**src/sv/lea_pkg.sv**
```systemverilog
// Shared types and constants of the Lambert equal-area projection pipeline.
`timescale 1ns / 1ps
package lea_pkg;

	localparam int ANGLE_BITS_DEF = 32;
	localparam int CORDIC_STEPS   = 30;
	localparam int CW             = 34;
	localparam int DIV_STEPS      = 34;
	localparam int SQRT_STEPS     = 32;
	localparam int PIPE_LAT       = 1 + CORDIC_STEPS + 4 + DIV_STEPS + SQRT_STEPS + 4;

	typedef logic signed [CW-1:0] cq_t;

	localparam cq_t CORDIC_START = 34'sd652032874;
	localparam cq_t Q30_ONE      = 34'sd1073741824;

	localparam cq_t ATAN_TAB [CORDIC_STEPS] = '{
		34'sd536870912, 34'sd316933406, 34'sd167458907, 34'sd85004756, 34'sd42667331,
		34'sd21354465, 34'sd10679838, 34'sd5340245, 34'sd2670163, 34'sd1335087,
		34'sd667544, 34'sd333772, 34'sd166886, 34'sd83443, 34'sd41722,
		34'sd20861, 34'sd10430, 34'sd5215, 34'sd2608, 34'sd1304,
		34'sd652, 34'sd326, 34'sd163, 34'sd81, 34'sd41,
		34'sd20, 34'sd10, 34'sd5, 34'sd3, 34'sd1
	};

	typedef enum logic [2:0] {
		REG_CLAT = 3'd0,
		REG_CLON = 3'd1,
		REG_FE   = 3'd2,
		REG_FN   = 3'd3,
		REG_RAD  = 3'd4
	} reg_idx_t;

	typedef struct packed {
		cq_t                u;
		logic signed [CW:0] v;
		logic [3:0]         e;
		logic               pos;
	} side_t;

endpackage

```
**src/sv/lea_sqrt.sv**
```systemverilog
// Pipelined integer square root of quo * 2^28, one root bit per stage.
`timescale 1ns / 1ps
module lea_sqrt import lea_pkg::*; (
	input  logic                 clk,
	input  logic                 arst_n,
	input  logic                 in_vld,
	input  logic [DIV_STEPS-1:0] quo,
	output logic                 out_vld,
	output logic [31:0]          root
);

	localparam int N = SQRT_STEPS;

	logic        vld_s [1:N];
	logic [63:0] val_s [1:N];
	logic [63:0] res_s [1:N];

	for (genvar i = 0; i < N; i++) begin : g_stage
		localparam logic [63:0] BIT = 64'd1 << (62 - 2 * i);
		logic        vp;
		logic [63:0] valp;
		logic [63:0] resp;
		logic [63:0] trial;
		logic        ge;

		if (i == 0) begin : g_first
			assign vp   = in_vld;
			assign valp = {2'b00, quo, 28'd0};
			assign resp = '0;
		end else begin : g_next
			assign vp   = vld_s[i];
			assign valp = val_s[i];
			assign resp = res_s[i];
		end

		assign trial = resp + BIT;
		assign ge    = valp >= trial;

		always_ff @(posedge clk or negedge arst_n) begin
			if (!arst_n) begin
				vld_s[i+1] <= 1'b0;
			end else begin
				vld_s[i+1] <= vp;
			end
		end

		always_ff @(posedge clk) begin
			val_s[i+1] <= ge ? valp - trial : valp;
			res_s[i+1] <= ge ? (resp >> 1) + BIT : resp >> 1;
		end
	end

	assign out_vld = vld_s[N];
	assign root    = res_s[N][31:0];

endmodule

```
**config.mk**
```make
export PLATFORM = sky130hd
export DESIGN_NAME = lea_sqrt
export DESIGN_NICKNAME = d
export VERILOG_FILES = /design/src/sv/lea_pkg.sv /design/src/sv/lea_sqrt.sv
export SDC_FILE = /design/constraint.sdc
export NUM_CORES = 2
export LEC_CHECK = 0
export BUFFER_PORTS_ARGS = -buffer_cell sky130_fd_sc_hd__buf_2
export CAP_MARGIN = 20
export CORE_UTILIZATION = 35
export DETAILED_ROUTE_END_ITERATION = 12
export PLACE_DENSITY = 0.53
export SYNTH_ARGS = -nofsm -noshare
export SYNTH_HDL_FRONTEND = slang
export SYNTH_SLANG_ARGS = --single-unit
```
**constraint.sdc**
```tcl
create_clock -name clk -period 3.9 [get_ports clk]
set_input_delay 0.78 -clock clk [delete_from_list [all_inputs] [get_ports clk]]
set_output_delay 0.78 -clock clk [all_outputs]
set_load 0.05 [all_outputs]
```
==> flow_summary.yaml <==
layout:
  synthToLayoutAreaGrowth_pct: 15.2
  finalNetCount: 9096
  stdcell_area_um2: 89000
  final_cells: 11588
  drive_gt1_share_pct: 7.57
  fin_util_pct: 40.5
  num-fill-cells: 21470
drt:
  wl_per_cell_um: 16.9
  wirelength_met1_um: 83400
  dr_total_vias: 57927
  routed_via_density: 5.00
  wl_um: 196000
  remaining_drc_errors: 0
  drt_first_pass_iters: 6
  wl_met3_um: 6060
  drtIter0Drc: 3369
  route.met2.wl_um: 98800
  ant_nets: 0
  routed.top_layer: "met4"
placement:
  dpl_cell_area_um2: 81500
  pre_cts_ws_ns: 0.148
  place_inst: 11189
  portBuffers: 68
  dpl.hpwl_um: 154000
  gp_congestion: 0.882
worst_setup_path:
  rr_worst_depth: 13
  reg2reg_from: "val_s[0][1552]$_SDFF_PP0_"
  worstPathMaxFanout: 7
  r2r_slack_ns: 0.25
  end_kind: "flop"
  worstSetupPathType: "reg -> reg"
  critPathArrivalTime_ns: 4.40
  worstPathRequired_ns: 4.64
  r2r_end: "val_s[0][1651]$_DFF_P_"
  cp-start-kind: "flop"
floorplan:
  start_util_pct: 35.2
  io_pins: 70
  die_area_um2: 223000
  rows: 172
  core_um2: 220000
  die_x_um: 472
  dieHeight_um: 472
power:
  p_per_area_nw_per_um2: 661
  p_int_mw: 40.0
  p_seq_share_pct: 46.2
  power.switching_mw: 18.8
  ir_worst_vdd_mv: 0.511
  total_power_mw: 58.8
  p_comb_share_pct: 20.1
  sw_frac_of_total_pct: 32.0
  leakage_nw: 40.4
  pwr-share-clk_pct: 33.7
logic_synthesis:
  syn_area_per_cell_um2: 9.31
  synth_edf_count: 0
  synth.largest_area_cell: "dfxtp_1"
  synth_most_common_cell: "dfxtp_1"
  synthTopCellsByCount: "1778 x dfxtp_1, 667 x nand2_1, 640 x inv_1"
  synth_cell_types: 105
  ys_async_sr_fraction_pct: 1.77
  postSynthCellCount: 8305
  synth_top_area_share_pct: 46.1
  ys_warn_count: 0
  ys.flop_type: "dfxtp_1"
  synthTopCellsByArea: "dfxtp_1 46%, ha_1 8.0%, xor2_1 4.8%, xnor2_1 4.5%, a21oi_1 3.4%"
  synth.yosys.seq_area_share_pct: 47.1
  ys_seq_elements: 1810
  syn-cell-area_um2: 77300
sta:
  maxClockFrequency_ghz: 0.274
  clock_skew_ns: 0.0897
  fin_hold_ws_ns: 0.325
  period_share_pct: 93.7
  hold_viol_final: 0
  finalSetupViolCount: 0
  slew_headroom_pct: 31.4
  maxSlewViolCount: 0
  worst_slew_pin_slew_ns: 1.02
  tns_ns: 0
  rsz0062_at_grt: "false"
  fin_crit_ns: 3.65
  fin_ws_ns: 0.247
min_path:
  hp-class: "reg -> reg"
  min_path_cells: 0
  worst_hold_startpoint: "res_s[0][1251]$_DFF_P_"
  whs_endpoint: "res_s[0][1314]$_DFF_P_"
global_routing:
  grtUsageTotal_pct: 17.3
  grt_pass1_vias: 58968
  antenna_found_initial: 2
  grt_max_degree: 48
  grt_pass1_wl_um: 313000
  grt-ovfl-total: 0
clock_network:
  cts_root_buf: "clkbuf_16"
  cts_tree: "built"
  cts_setup_buffers: 0
  clockBufferDepth: 3
  tritoncts.num_buffers: 194
  cts_sinks: 1810
  insertion_delay_ns: 0.88
  path_clk_slew_ns: 0.06
  htree_levels: 4
outcome:
  status: "finished, final reports clean"
flow_run:
  max-cap-violations: 0
## power groups by stage
stage	logic (mW)	registers, mW	clock network, mW
6_report	11.8	27.2	19.8
3_5_place_dp	11.8	27.5	0
2_1_floorplan	9.11	25.7	0
5_1_grt	13.3	27.7	21.2
3_3_place_gp	11.7	27.6	0
4_1_cts	11.9	27.2	20.4
## cell families (layout without fill, tap and decap cells)
family	count (synthesis)	after routing	synth area share, %
flip-flops	1810	1810	47.1
adder cells (fa/ha/maj)	509	509	8.37
other	1	3	0.00485
AND/OR/NAND/NOR	2555	2555	16.5
buffers and inverters	815	1225	4.01
XOR/XNOR	820	820	9.29
multiplexers	51	51	0.733
AO/OA/AOI/OAI	1744	1744	14.0
## routing by layer
metal,global-route usage (%),up-vias
met4,6.82,0
met3,2.48,420
met2,32.1,1072
met1,19.7,27055
met5,0,-
li1,-,29380
## worst max path at each step
stage                                    from                endpoint  depth (start not counted)
floorplan           val_s[0][1862]$_SDFF_PP0_  val_s[0][1982]$_DFF_P_                         11
global placement    val_s[0][1800]$_SDFF_PP0_  val_s[0][1909]$_DFF_P_                         12
detailed placement  val_s[0][1800]$_SDFF_PP0_  val_s[0][1911]$_DFF_P_                         12
CTS                 val_s[0][1800]$_SDFF_PP0_  val_s[0][1911]$_DFF_P_                         12
global route        val_s[0][1366]$_SDFF_PP0_  val_s[0][1461]$_DFF_P_                         11
finish              val_s[0][1552]$_SDFF_PP0_  val_s[0][1651]$_DFF_P_                         13
## critical path, stage by stage, from the launching register on
cell and delay (ns):
dfxtp_1 0.38, ha_1 0.21, inv_1 0.06, fa_1 0.39
nand2b_1 0.19, a211oi_1 0.29, nor2_1 0.11, a21oi_1 0.28
o21ai_0 0.31, a31oi_1 0.31, buf_4 0.19, o211ai_1 0.28
nor4b_1 0.41, xor2_1 0.17
## registers in the layout (all words and copies together) (netlist names)
| register | cells |
|---|---|
| val_s | 1282 |
| res_s | 496 |
| g_stage.vp | 31 |
| out_vld | 1 |
## final cells by class
class	instances	area [µm²]	share of cell area, %
multi-input cells	5681	37900	42.5
flip-flops and latches	1810	36400	40.9
clock buffers	259	5490	6.17
well taps	2871	3590	4.04
inverters	646	2420	2.72
clock inverters	103	1630	1.83
repair buffers	217	1610	1.81
diodes	1	2.50	0.00281
## timing repair
item                                    4_1_cts  5_1_grt
endpoints found under the setup margin        0       15
hold buffers                                 36        0
resized for setup                             0        3
endpoints found under the hold margin        67        0
## cell usage in the layout (no fill, tap or decap), types with 50 or more instances in the layout
master,netlist,routed
nand2_1,667,667
nand4_1,108,108
ha_1,496,496
nor3_1,260,258
o21ai_0,487,487
nand3_1,154,154
a21oi_1,528,527
nand2b_1,93,93
buf_2,23,68
or4_1,60,60
nor4_1,203,202
o21bai_1,58,58
xnor2_1,396,396
clkbuf_16,0,194
inv_1,640,640
or3_1,105,105
xor2_1,424,424
a21o_1,166,166
o31ai_1,70,70
buf_4,2,108
dfxtp_1,1778,1778
a211oi_1,53,50
nor2_1,606,605
o21a_1,83,83
nor2b_1,84,84
(Power assumes the default switching activity.)
